**config.mk**
```make
export PLATFORM = sky130hd
export DESIGN_NAME = unsigned_to_radix_ascii
export DESIGN_NICKNAME = d
export VERILOG_FILES = /design/src/hw/rtl/utra_pkg.sv /design/src/hw/rtl/unsigned_to_radix_ascii.sv /design/src/hw/rtl/utra_div.sv
export SDC_FILE = /design/constraint.sdc
export NUM_CORES = 1
export LEC_CHECK = 0
export ABC_AREA = 0
export BUFFER_PORTS_ARGS = -buffer_cell sky130_fd_sc_hd__buf_2
export CELL_PAD_IN_SITES_DETAIL_PLACEMENT = 0
export CELL_PAD_IN_SITES_GLOBAL_PLACEMENT = 1
export CORE_MARGIN = 5
export CORE_UTILIZATION = 25
export CTS_CLUSTER_SIZE = 12
export DETAILED_ROUTE_END_ITERATION = 10
export PLACE_DENSITY = 0.52
export SLEW_MARGIN = 20
export SYNTH_ARGS = -nofsm -noshare
export SYNTH_HDL_FRONTEND = slang
export SYNTH_SLANG_ARGS = --single-unit
```
**constraint.sdc**
```tcl
create_clock -name i_clk -period 17.88 [get_ports i_clk]
set_input_delay 0.894 -clock i_clk [delete_from_list [all_inputs] [get_ports i_clk]]
set_output_delay 0.894 -clock i_clk [all_outputs]
set_load 0.05 [all_outputs]
```
**src/hw/rtl/utra_pkg.sv**
```systemverilog
// utra_pkg: shared widths, ascii constants and digit mapping for the
// unsigned-to-radix ascii converter and its iterative divider
// no dependencies
package utra_pkg;

    // default number of value bits converted
    localparam int VALUE_BITS_DEF = 32;

    // fixed port widths
    localparam int VALUE_WIDTH = 32;
    localparam int RADIX_WIDTH = 6;
    localparam int CHAR_WIDTH  = 7;
    localparam int COUNT_WIDTH = 6;

    // quotient bits resolved by the divider per clock
    localparam int DIV_BITS_PER_CYCLE = 4;

    // legal radix range, values outside are clamped
    localparam logic [RADIX_WIDTH-1:0] RADIX_MIN = 6'd2;
    localparam logic [RADIX_WIDTH-1:0] RADIX_MAX = 6'd36;

    // ascii mapping
    localparam logic [CHAR_WIDTH-1:0]  ASCII_ZERO = 7'h30;
    localparam logic [CHAR_WIDTH-1:0]  ALPHA_SKIP = 7'd7;
    localparam logic [RADIX_WIDTH-1:0] DEC_BASE   = 6'd10;

    typedef logic [RADIX_WIDTH-1:0] t_digit;
    typedef logic [CHAR_WIDTH-1:0]  t_char;

    // digit 0..35 to '0'..'9', 'A'..'Z'
    function automatic t_char digit_to_ascii(input t_digit d);
        t_char c;
        c = {1'b0, d} + ASCII_ZERO;
        if (d >= DEC_BASE) begin
            c = c + ALPHA_SKIP;
        end
        return c;
    endfunction

endpackage

```
**src/hw/rtl/unsigned_to_radix_ascii.sv**
```systemverilog
// unsigned_to_radix_ascii: converts an unsigned value to ascii digits in
// radix 2..36, most significant digit first
// depends on utra_pkg and utra_div
//
// usage:
//   a request is taken at a clock edge with start high and busy low; it
//   carries i_value (low VALUE_BITS bits used) and i_radix (0..1 act as 2,
//   37..63 act as 36). busy stays high until the final digit is issued.
//   each digit appears on o_character for one cycle with o_strobe high,
//   most significant first; o_is_last marks the final digit and every
//   digit carries o_digit_count. a zero value gives the single digit '0'.
//   the receiver cannot stall: digits come out on consecutive cycles.
// operation, for n digits:
//   each digit is one pass of the shared divider, whose remainder is
//   then stored; all n digits are collected first, then streamed out
//   through the output register.
//   a new request may be taken in the cycle that shows the final digit.
// reset: synchronous, active low; sequencer to idle, no strobe, no
//   memory clearing needed
module unsigned_to_radix_ascii #(
    parameter int VALUE_BITS = utra_pkg::VALUE_BITS_DEF
) (
    input  logic                             i_clk,
    input  logic                             i_rst_n,
    input  logic                             start,
    output logic                             busy,
    input  logic [utra_pkg::VALUE_WIDTH-1:0] i_value,
    input  logic [utra_pkg::RADIX_WIDTH-1:0] i_radix,
    output logic                             o_strobe,
    output logic [utra_pkg::CHAR_WIDTH-1:0]  o_character,
    output logic                             o_is_last,
    output logic [utra_pkg::COUNT_WIDTH-1:0] o_digit_count
);

    // working width, the port carries at most VALUE_WIDTH bits
    localparam int W   = (VALUE_BITS < utra_pkg::VALUE_WIDTH) ?
                         VALUE_BITS : utra_pkg::VALUE_WIDTH;
    localparam int BPC = utra_pkg::DIV_BITS_PER_CYCLE;
    // divider width padded to whole quotient-bit groups
    localparam int WP  = ((W + BPC - 1) / BPC) * BPC;
    localparam int CW  = $clog2(W + 1);   // digit counter, holds W itself
    localparam int IW  = $clog2(W);       // digit store index
    localparam int RW  = utra_pkg::RADIX_WIDTH;
    localparam int OCW = utra_pkg::COUNT_WIDTH;

    // sequencer states
    localparam logic [1:0] ST_IDLE = 2'd0;
    localparam logic [1:0] ST_DIV  = 2'd1;
    localparam logic [1:0] ST_EMIT = 2'd2;

    logic [1:0]    r_state, n_state;
    logic [CW-1:0] r_count, n_count;   // digits collected
    logic [CW-1:0] r_idx, n_idx;       // digits still to stream
    logic [RW-1:0] r_radix;

    // digit store, least significant digit at index zero
    utra_pkg::t_digit r_digits [W];

    // registered result
    logic                   r_strobe, n_strobe;
    utra_pkg::t_char        r_char;
    logic                   r_last;
    logic [OCW-1:0]         r_dcount;

    // divider hookup
    logic          accept;
    logic          div_start;
    logic [WP-1:0] div_dividend;
    logic [RW-1:0] div_divisor;
    logic          div_done;
    logic [WP-1:0] div_quotient;
    logic [RW-1:0] div_remainder;
    logic          more_digits;
    logic [RW-1:0] radix_clamped;
    logic [CW-1:0] rd_sel;

    assign accept = start && (r_state == ST_IDLE);
    assign busy   = (r_state != ST_IDLE);

    // out-of-range radix folds to the nearest legal one
    always_comb begin
        priority if (i_radix < utra_pkg::RADIX_MIN) begin
            radix_clamped = utra_pkg::RADIX_MIN;
        end else if (i_radix > utra_pkg::RADIX_MAX) begin
            radix_clamped = utra_pkg::RADIX_MAX;
        end else begin
            radix_clamped = i_radix;
        end
    end

    // quotient nonzero means another digit follows
    assign more_digits = (div_quotient != '0);

    // the divider is launched on a new request or straight after a pass
    // whose quotient still has digits left
    assign div_start    = accept || ((r_state == ST_DIV) && div_done && more_digits);
    assign div_dividend = accept ? WP'(i_value[W-1:0]) : div_quotient;
    assign div_divisor  = accept ? radix_clamped : r_radix;

    utra_div #(
        .DW (WP)
    ) u_div (
        .i_clk       (i_clk),
        .i_rst_n     (i_rst_n),
        .i_start     (div_start),
        .i_dividend  (div_dividend),
        .i_divisor   (div_divisor),
        .o_done      (div_done),
        .o_quotient  (div_quotient),
        .o_remainder (div_remainder)
    );

    // read pointer, most significant stored digit first
    assign rd_sel = r_idx - 1'b1;

    always_comb begin
        n_state  = r_state;
        n_count  = r_count;
        n_idx    = r_idx;
        n_strobe = 1'b0;
        unique case (r_state)
            ST_IDLE: begin
                if (accept) begin
                    n_state = ST_DIV;
                    n_count = '0;
                end
            end
            ST_DIV: begin
                if (div_done) begin
                    n_count = r_count + 1'b1;
                    if (!more_digits) begin
                        n_state = ST_EMIT;
                        n_idx   = r_count + 1'b1;
                    end
                end
            end
            ST_EMIT: begin
                n_strobe = 1'b1;
                n_idx    = r_idx - 1'b1;
                if (r_idx == CW'(1)) begin
                    n_state = ST_IDLE;
                end
            end
            default: begin
                n_state = ST_IDLE;
            end
        endcase
    end

    always_ff @(posedge i_clk) begin
        if (!i_rst_n) begin
            r_state  <= ST_IDLE;
            r_count  <= '0;
            r_idx    <= '0;
            r_strobe <= 1'b0;
        end else begin
            r_state  <= n_state;
            r_count  <= n_count;
            r_idx    <= n_idx;
            r_strobe <= n_strobe;
        end
    end

    // radix held for the whole request
    always_ff @(posedge i_clk) begin
        if (accept) begin
            r_radix <= radix_clamped;
        end
    end

    // store each remainder as it comes out of the divider
    always_ff @(posedge i_clk) begin
        if ((r_state == ST_DIV) && div_done) begin
            r_digits[r_count[IW-1:0]] <= div_remainder;
        end
    end

    // result register, payload needs no reset
    always_ff @(posedge i_clk) begin
        if (r_state == ST_EMIT) begin
            r_char   <= utra_pkg::digit_to_ascii(r_digits[rd_sel[IW-1:0]]);
            r_last   <= (r_idx == CW'(1));
            r_dcount <= OCW'(r_count);
        end
    end

    assign o_strobe      = r_strobe;
    assign o_character   = r_char;
    assign o_is_last     = r_last;
    assign o_digit_count = r_dcount;

    // digits of one request stream without gaps
    a_no_gap: assert property (@(posedge i_clk) disable iff (!i_rst_n)
        o_strobe && !o_is_last |=> o_strobe)
        else $error("gap inside digit stream");

    // the final digit ends the stream
    a_last_ends: assert property (@(posedge i_clk) disable iff (!i_rst_n)
        o_strobe && o_is_last |=> !o_strobe)
        else $error("strobe after final digit");

    // digit count within the value width
    a_count_range: assert property (@(posedge i_clk) disable iff (!i_rst_n)
        o_strobe |-> (o_digit_count != '0) && (o_digit_count <= OCW'(W)))
        else $error("digit count out of range");

    // divider results only arrive while collecting digits
    a_done_in_div: assert property (@(posedge i_clk) disable iff (!i_rst_n)
        div_done |-> (r_state == ST_DIV))
        else $error("divider done outside collect phase");

    // digit store never overruns
    a_store_bound: assert property (@(posedge i_clk) disable iff (!i_rst_n)
        (r_state == ST_DIV) && div_done |-> (r_count < CW'(W)))
        else $error("digit store overrun");

endmodule

```
**src/hw/rtl/utra_div.sv**
```systemverilog
// utra_div: iterative restoring divider, wide dividend by a small radix,
// several quotient bits per clock
// depends on utra_pkg
module utra_div #(
    parameter int DW = utra_pkg::VALUE_BITS_DEF
) (
    input  logic                             i_clk,
    input  logic                             i_rst_n,
    input  logic                             i_start,
    input  logic [DW-1:0]                    i_dividend,
    input  logic [utra_pkg::RADIX_WIDTH-1:0] i_divisor,
    output logic                             o_done,
    output logic [DW-1:0]                    o_quotient,
    output logic [utra_pkg::RADIX_WIDTH-1:0] o_remainder
);

    localparam int BPC   = utra_pkg::DIV_BITS_PER_CYCLE;
    localparam int RW    = utra_pkg::RADIX_WIDTH;
    localparam int STEPS = DW / BPC;
    localparam int SW    = $clog2(STEPS + 1);

    logic [DW-1:0] r_work, n_work;
    logic [RW-1:0] r_rem, n_rem;
    logic [RW-1:0] r_div;
    logic [SW-1:0] r_cnt;
    logic          r_done;

    // one clock of shift-subtract, BPC dependent narrow steps
    always_comb begin
        logic [RW:0]   t;
        logic [DW-1:0] w;
        logic [RW-1:0] rm;
        w  = r_work;
        rm = r_rem;
        t  = '0;
        for (int j = 0; j < BPC; j++) begin
            t = {rm, w[DW-1]};
            w = {w[DW-2:0], 1'b0};
            if (t >= {1'b0, r_div}) begin
                t    = t - {1'b0, r_div};
                w[0] = 1'b1;
            end
            rm = t[RW-1:0];
        end
        n_work = w;
        n_rem  = rm;
    end

    always_ff @(posedge i_clk) begin
        if (!i_rst_n) begin
            r_cnt  <= '0;
            r_done <= 1'b0;
        end else if (i_start) begin
            r_cnt  <= SW'(STEPS);
            r_done <= 1'b0;
        end else if (r_cnt != '0) begin
            r_cnt  <= r_cnt - 1'b1;
            r_done <= (r_cnt == SW'(1));
        end else begin
            r_done <= 1'b0;
        end
    end

    always_ff @(posedge i_clk) begin
        if (i_start) begin
            r_work <= i_dividend;
            r_rem  <= '0;
            r_div  <= i_divisor;
        end else if (r_cnt != '0) begin
            r_work <= n_work;
            r_rem  <= n_rem;
        end
    end

    assign o_done      = r_done;
    assign o_quotient  = r_work;
    assign o_remainder = r_rem;

endmodule

```
==> results of run 1 <==
routing by layer:
metal / routed length, um / vias up / global-route usage, %
met1: 13200 / 3451 / 14.3
met3: 825 / 51 / 1.80
met5: 0 / - / 0
met4: 719 / 0 / 3.12
met2: 13400 / 98 / 16.8
li1: - / 3374 / -
stage by stage:
stage | util (%) | cell area, um^2 | total power [uW] | std cells | setup slack [ns]
floorplan | - | 12500 | 1910 | 850 | 11.04
CTS | 29.4 | 14700 | 2880 | 1618 | 10.35
finish | 29.4 | 14700 | 2850 | 1618 | 10.38
detailed placement | 27.3 | 13600 | 2220 | 1560 | 10.36
global route | 29.4 | 14700 | 3080 | 1618 | 9.62
global placement | 27.3 | 13600 | 2230 | 1560 | 10.48
cells in the mapped netlist, drive strengths merged, types with 5 or more instances:
library cell,number
edfxtp,244
nor2b,11
a22oi,5
mux4,60
nor4,11
nand3,9
nand2,120
inv,31
o21a,6
clkbuf,17
nand3b,5
a21o,9
dfxtp,32
a211oi,8
a21oi,28
mux2i,17
and2,5
xor2,9
mux2,7
ha,37
o21ai,23
xnor2,19
buf,13
nor2,66
and3,5
nor3,8
layout make-up:
| class | count | area share [%] |
|---|---|---|
| Timing Repair Buffer | 68 | 2.53 |
| Clock buffer | 43 | 6.18 |
| Tap cell | 672 | 5.74 |
| Multi-Input combinational cell | 513 | 29.4 |
| Sequential cell | 276 | 54.4 |
| Clock inverter | 15 | 1.02 |
| Inverter | 31 | 0.794 |
worst reg2reg max path: cells and delay by family, from the launching register on:
| family | cells | cell delay [ns] |
|---|---|---|
| flops | 1 | 0.30 |
| simple gates | 6 | 1.05 |
| compound gates | 17 | 3.76 |
| buf+inv | 2 | 0.38 |
| mux | 2 | 0.65 |
| fa+ha+maj | 4 | 1.31 |
how the worst min path moves through the flow:
stage,endpoint,slack [ns],depth (start not counted),from
after floorplan,r_radix[1],0.42,2,r_radix[1]
after global placement,r_radix[1],0.45,2,r_radix[1]
after detailed placement,r_radix[1],0.45,2,r_radix[1]
after CTS,r_idx[5],0.47,1,r_idx[5]
after global routing,r_radix[5],0.49,1,r_radix[5]
final,r_radix[2],0.47,2,r_radix[2]
kinds of logic after synthesis:
group,Yosys count
XOR/XNOR,28
AND/OR/NAND/NOR,259
flip-flops,276
buffers and inverters,61
AO/OA/AOI/OAI,101
multiplexers,84
adder cells (fa/ha/maj),41
power breakdown:
part	switching, uW	internal [uW]
combinational	766	565
sequential	28.1	835
clock	261	390
total	1060	1790
==> impl_results.md, run 1 <==
- Status: finished clean
- Worst endpoint required time: 18.31 ns
- Total CTS buffers: 34
- CTS tree: built
- Static Leak: 0.00507 uW
- Fin nets: 1006
- Post-route setup TNS: 0 ns
- Vias in the first global route: 7327
- Die Wd: 234 um
- Reg area: 7970 um^2
- Post-Syn Instances: 850
- Crit start category: flop
- WL per Instance: 17.4 um
- DRT iter0 DRCs: 389
- Post-synth top area cell: edfxtp_1
- Worst setup path category: flop to flop
- Initial Util: 25.1%
- Final setup violation count: 0
- Clock Sinks: 276
- Ys flop type: edfxtp_1
- Syn_area_per_cell: 14.7 um^2
- Simple-Gate Fraction of Synth Area: 9.44%
- Row Count: 82
- Largest net degree at the start of global routing: 50
- Compound-Gate Fraction of Synth Area: 5.41%
- Diode count: 0
- Grt total ovfl: 0
- CP most frequent cell: a21oi_1
- Rel. slew slack: 39.3%
- Worst Hold Slack: 0.467 ns
- WP data arrival: 7.94 ns
- Layout cells sized above 1: 21.4%
- Top delay family on crit path: compound AO/OA/AOI/OAI gates
- Setup crit end kind: flop
- Largest cells by area after synthesis: edfxtp_1 (59%), mux4_2 (11%), dfxtp_1 (5.1%)
- Worst vdd ir: 146 uV
- Xor/xnor share of the synthesized area: 2.08%
- Post-synthesis mux area share: 12.9%
- Max reg flops: 192
- Worst path bufs/invs: 2
- Worst r2r src: u_div.o_remainder[3]
- DRC: 0
- Flop2flop setup slack: 10.38 ns
- Cells on worst reg2reg path: 31
- Die area: 54700 um^2
- Area Growth Syn to Fin: 17.1%
- RSZ-0062 raised after global routing: false
- Hold-fix buffer count after cts: 0
- Post-synth EDFFs: 244
- Post-Synth Adder-Cell Area: 4.34%
- Max-slew violation count: 0
- Syn Std Cell Area: 12500 um^2
- 1st-pass router iterations: 4
- Pwr/cell area: 194 nW/um^2
- Global-route wire length before repair: 43.7 mm
- Crit. path cell count: 31
- Worst skew pair latency: 0.52 ns
- DP HPWL: 18.8 mm
- Io pins: 57
- Hold Path Class: flop to flop
- Skew final: 0.0137 ns
- Net count after synthesis: 932
- Asr flop ratio synth: 0%
- Post-CTS Setup Bufs: 0
- Initial antenna violation count: 0
- F_max: 133 MHz
- Die Ht: 234 um
- Core footprint: 49900 um^2
- Worst-path clk slew: 0.05 ns
- FF-to-FF End: u_div.o_remainder[2]
- Main combinational cell family by area after synthesis: multiplexers
- Final min period: 7.50 ns
- WL final: 28.1 mm
- Start point of the critical path: u_div.o_remainder[3]
- Vias: 6974
- DR vias/cell: 4.31
- Crit-path max FO: 35
- Overall global routing resource usage: 10.3%
- CP max stage delay: 0.40 ns
- Multi-input logic area: 4300 um^2
- Yosys cell types: 64
- #FFs+latches synth: 276
- Clock tree buffer depth: 3
- Most common cell after layout, fill and taps aside: edfxtp_1
- CP max stage cell: o21ai_0
- # fillers: 5055
- Max-Cap Viols: 0
- Worst Tran Pin Value: 0.910 ns
- Crit path capture: u_div.o_remainder[2]
- Root buffer cell: clkbuf_16
- PostCTS Resize Cnt: 0
- Final period util: 42.0%
- Commonest non-fill, non-tap cells in the layout: edfxtp_1 (244), nand2_1 (120), nor2_1 (65)
- Top cell type's share of synthesized area: 58.5%
- CTS H-tree lvls: 2
- I/O Buffers: 56
- ANT nets after route: 0
- Synth Warn #: 0
- GPL Wtd Cong: 0.760
- Sequential fraction of the synthesis area: 63.6%
- Final hold viol count: 0
No activity file was read; power rests on OpenSTA's default activity.
==> run 2, diff against run 1 <==
Settings changed: ABC_AREA 0 to 1, PLACE_DENSITY 0.52 to 0.56.
Clock period 17.88 ns to 6.43 ns, I/O delays scaled along.
==> impl_results.md, run 2 <==
- Hold Path Class: input pin to flop (was flop to flop)
- Asr flop ratio synth: 0% (unchanged)
- Top-count cell post-synth: edfxtp_1 (unchanged)
- Die area: 56300 um^2 (was 54700 um^2)
- Net count after synthesis: 1325 (was 932)
- Area Growth Syn to Fin: 16.5% (was 17.1%)
- Skew final: 0.0229 ns (was 0.0137 ns)
- DRC: 0 (unchanged)
- Combinational power share: 52.0% (was 46.8%)
- Die Wd: 237 um (was 234 um)
- Crit start category: flop (unchanged)
- Worst vdd ir: 448 uV (was 146 uV)
- Top cell type's share of synthesized area: 56.8% (was 58.5%)
- Synth top cells by count: edfxtp_1 (244), nand2_1 (232), nor2_1 (198), o21ai_0 (116), inv_1 (73) (was edfxtp_1 (244), nand2_1 (120), nor2_1 (65), mux4_2 (60), ha_1 (37))
- Syn Std Cell Area: 12900 um^2 (was 12500 um^2)
- Initial antenna violation count: 0 (unchanged)
- Rel. slew slack: 34.1% (was 39.3%)
- Vias: 8998 (was 6974)
- CP most frequent cell: nand2_1 (was a21oi_1)
- Clock Sinks: 276 (unchanged)
- Max-Cap Viols: 0 (unchanged)
- DRT iter0 DRCs: 522 (was 389)
- Final hold viol count: 0 (unchanged)
- Pwr/cell area: 568 nW/um^2 (was 194 nW/um^2)
- Grt total ovfl: 0 (unchanged)
- Most common cell after layout, fill and taps aside: edfxtp_1 (unchanged)
- Clock tree buffer depth: 3 (unchanged)
- Root buffer cell: clkbuf_16 (unchanged)
- CTS tree: built (unchanged)
- F_max: 168 MHz (was 133 MHz)
- Syn_area_per_cell: 10.4 um^2 (was 14.7 um^2)
- Row Count: 83 (was 82)
- Global-route wire length before repair: 51.6 mm (was 43.7 mm)
- Non-filler cells, final: 2009 (was 1618)
- Layout cells sized above 1: 13.2% (was 21.4%)
- Vias in the first global route: 9035 (was 7327)
- Clock power frac: 19.3% (was 22.9%)
- Largest net degree at the start of global routing: 62 (was 50)
- Psw: 3610 uW (was 1060 uW)
- Overall global routing resource usage: 11.4% (was 10.3%)
- CP max stage cell: o21ai_0 (unchanged)
- CTS H-tree lvls: 1 (was 2)
- Commonest non-fill, non-tap cells in the layout: edfxtp_1 (244), nand2_1 (232), nor2_1 (197) (was edfxtp_1 (244), nand2_1 (120), nor2_1 (65))
- Largest cells by area after synthesis: edfxtp_1 (57%), nand2_1 (6.7%), nor2_1 (5.8%) (was edfxtp_1 (59%), mux4_2 (11%), dfxtp_1 (5.1%))
- Worst setup path category: flop to flop (unchanged)
- WP data arrival: 6.22 ns (was 7.94 ns)
- Initial Util: 25.2% (was 25.1%)
- CP max stage delay: 0.42 ns (was 0.40 ns)
- Setup crit end kind: flop (unchanged)
- Static Leak: 0.00555 uW (was 0.00507 uW)
- Int Power: 4930 uW (was 1790 uW)
- DR vias/cell: 4.48 (was 4.31)
- # fillers: 5402 (was 5055)
- Max reg flops: 192 (unchanged)
- Die Ht: 237 um (was 234 um)
- Ys flop type: edfxtp_1 (unchanged)
- Diode count: 0 (unchanged)
- Switching share of power: 42.3% (was 37.1%)
- Core footprint: 51200 um^2 (was 49900 um^2)
- ANT nets after route: 0 (unchanged)
- I/O Buffers: 56 (unchanged)
- GPL Wtd Cong: 0.793 (was 0.760)
- Post-synth EDFFs: 244 (unchanged)
- Placed cell count: 1948 (was 1560)
- Final min period: 5.96 ns (was 7.50 ns)
- Fin area: 15000 um^2 (was 14700 um^2)
- Final setup violation count: 0 (unchanged)
- Worst skew pair latency: 0.57 ns (was 0.52 ns)
- Total CTS buffers: 30 (was 34)
- DP HPWL: 21.6 mm (was 18.8 mm)
- WL final: 33.3 mm (was 28.1 mm)
- Worst-path clk slew: 0.06 ns (was 0.05 ns)
- Post-route setup TNS: 0 ns (unchanged)
- Post-synth top area cell: edfxtp_1 (unchanged)
- Dpl cell area: 14000 um^2 (was 13600 um^2)
- Sequential fraction of the synthesis area: 61.7% (was 63.6%)
- Sequential power share: 28.6% (was 30.3%)
- Io pins: 57 (unchanged)
- Crit-path max FO: 10 (was 35)
- Fin nets: 1390 (was 1006)
- Worst Tran Pin Value: 0.987 ns (was 0.910 ns)
- Post-Syn Instances: 1243 (was 850)
- Max-slew violation count: 0 (unchanged)
- 1st-pass router iterations: 5 (was 4)
- #FFs+latches synth: 276 (unchanged)
- WL per Instance: 16.6 um (was 17.4 um)
- Synth Warn #: 0 (unchanged)
- Worst endpoint required time: 6.69 ns (was 18.31 ns)
- Yosys cell types: 48 (was 64)
- Status: finished clean (unchanged)
- Final period util: 92.8% (was 42.0%)
==> run 2: changes by cell type in the layout (fill, tap and decap cells not counted), sizes merged, moves of 11 or more <==
cell    change
buf        +14
inv        +47
mux2i      -16
mux4       -60
nand2     +123
nand3      +56
nor2      +134
nor2b      -11
o211ai     +40
o21ai     +112
==> run 2: power by group through the flow <==
stage | Clock (uW) | Sequential [uW] | Combinational [uW]
floorplan | 0 | 2520 | 3150
global placement | 0 | 2480 | 4280
detailed placement | 0 | 2480 | 4210
CTS | 1710 | 2440 | 4250
global route | 1780 | 2460 | 5100
finish | 1650 | 2440 | 4440
==> run 2: kinds of logic after synthesis <==
logic type | synth area share, %
compound gates | 10.1
xor+xnor | 2.03
fa+ha+maj | 4.21
buf+inv | 4.30
flops | 61.7
mux | 0.0776
simple gates | 17.5
==> run 2: area by class of cell <==
cell class | count | area, um^2 | area share (%)
tap | 680 | 851 | 5.66
sequential | 276 | 7970 | 53.0
timing repair buffer | 84 | 495 | 3.30
clock inverter | 10 | 87.6 | 0.582
multi-input combinational | 835 | 4480 | 29.8
clock buffer | 43 | 842 | 5.60
inverter | 81 | 312 | 2.07
==> run 2: worst paths after layout <==
| kind | start | to | slack, ns | cells past startpoint |
|---|---|---|---|---|
| worst max-delay path | u_div.r_div[2] | u_div.o_quotient[0] | 0.47 | 36 |
| worst min-delay path | i_value[14] | u_div.o_quotient[14] | 0.04 | 3 |
| worst max register to register | u_div.r_div[2] | u_div.o_quotient[0] | 0.47 | 36 |
| worst min register to register | r_radix[0] | r_radix[0] | 0.47 | 2 |
==> run 2: layer usage <==
metal  routed length [um]  vias up  global-route usage (%)
li1                     -     4460                       -
met1                15200     4345                    15.3
met2                16400      158                    20.0
met3                 1160       35                    1.72
met4                  502        0                    1.80
met5                    0        -                       0
==> run 2: per-stage QoR <==
stage | utilization, % | hold WS [ns] | power (uW) | setup WS [ns]
after global routing | 29.4 | 0.0213 | 9340 | -0.0360
after global placement | 27.3 | 0.454 | 6760 | 0.192
after floorplan | - | 0.406 | 5670 | 0.422
after CTS | 29.1 | 0.00654 | 8400 | 0.0814
after detailed placement | 27.3 | 0.458 | 6690 | -0.0123
final | 29.4 | 0.0415 | 8540 | 0.466
==> run 2: what timing repair did <==
item	4_1_cts	5_1_grt
hold buffers	2	0
resized for setup	1	24
endpoints found under the setup margin	6	7
pin swaps	0	8
buffers inserted	0	6
hold endpoints to repair	2	0
==> run 2: worst max-delay path, delay by kind of cell (launching register included) <==
family	cells	cell delay [ns]
AOI/OAI and AO/OA	11	1.86
DFF	1	0.36
and+or+nand+nor	16	1.72
adders and majority gates	4	1.28
buffers and inverters	5	0.42
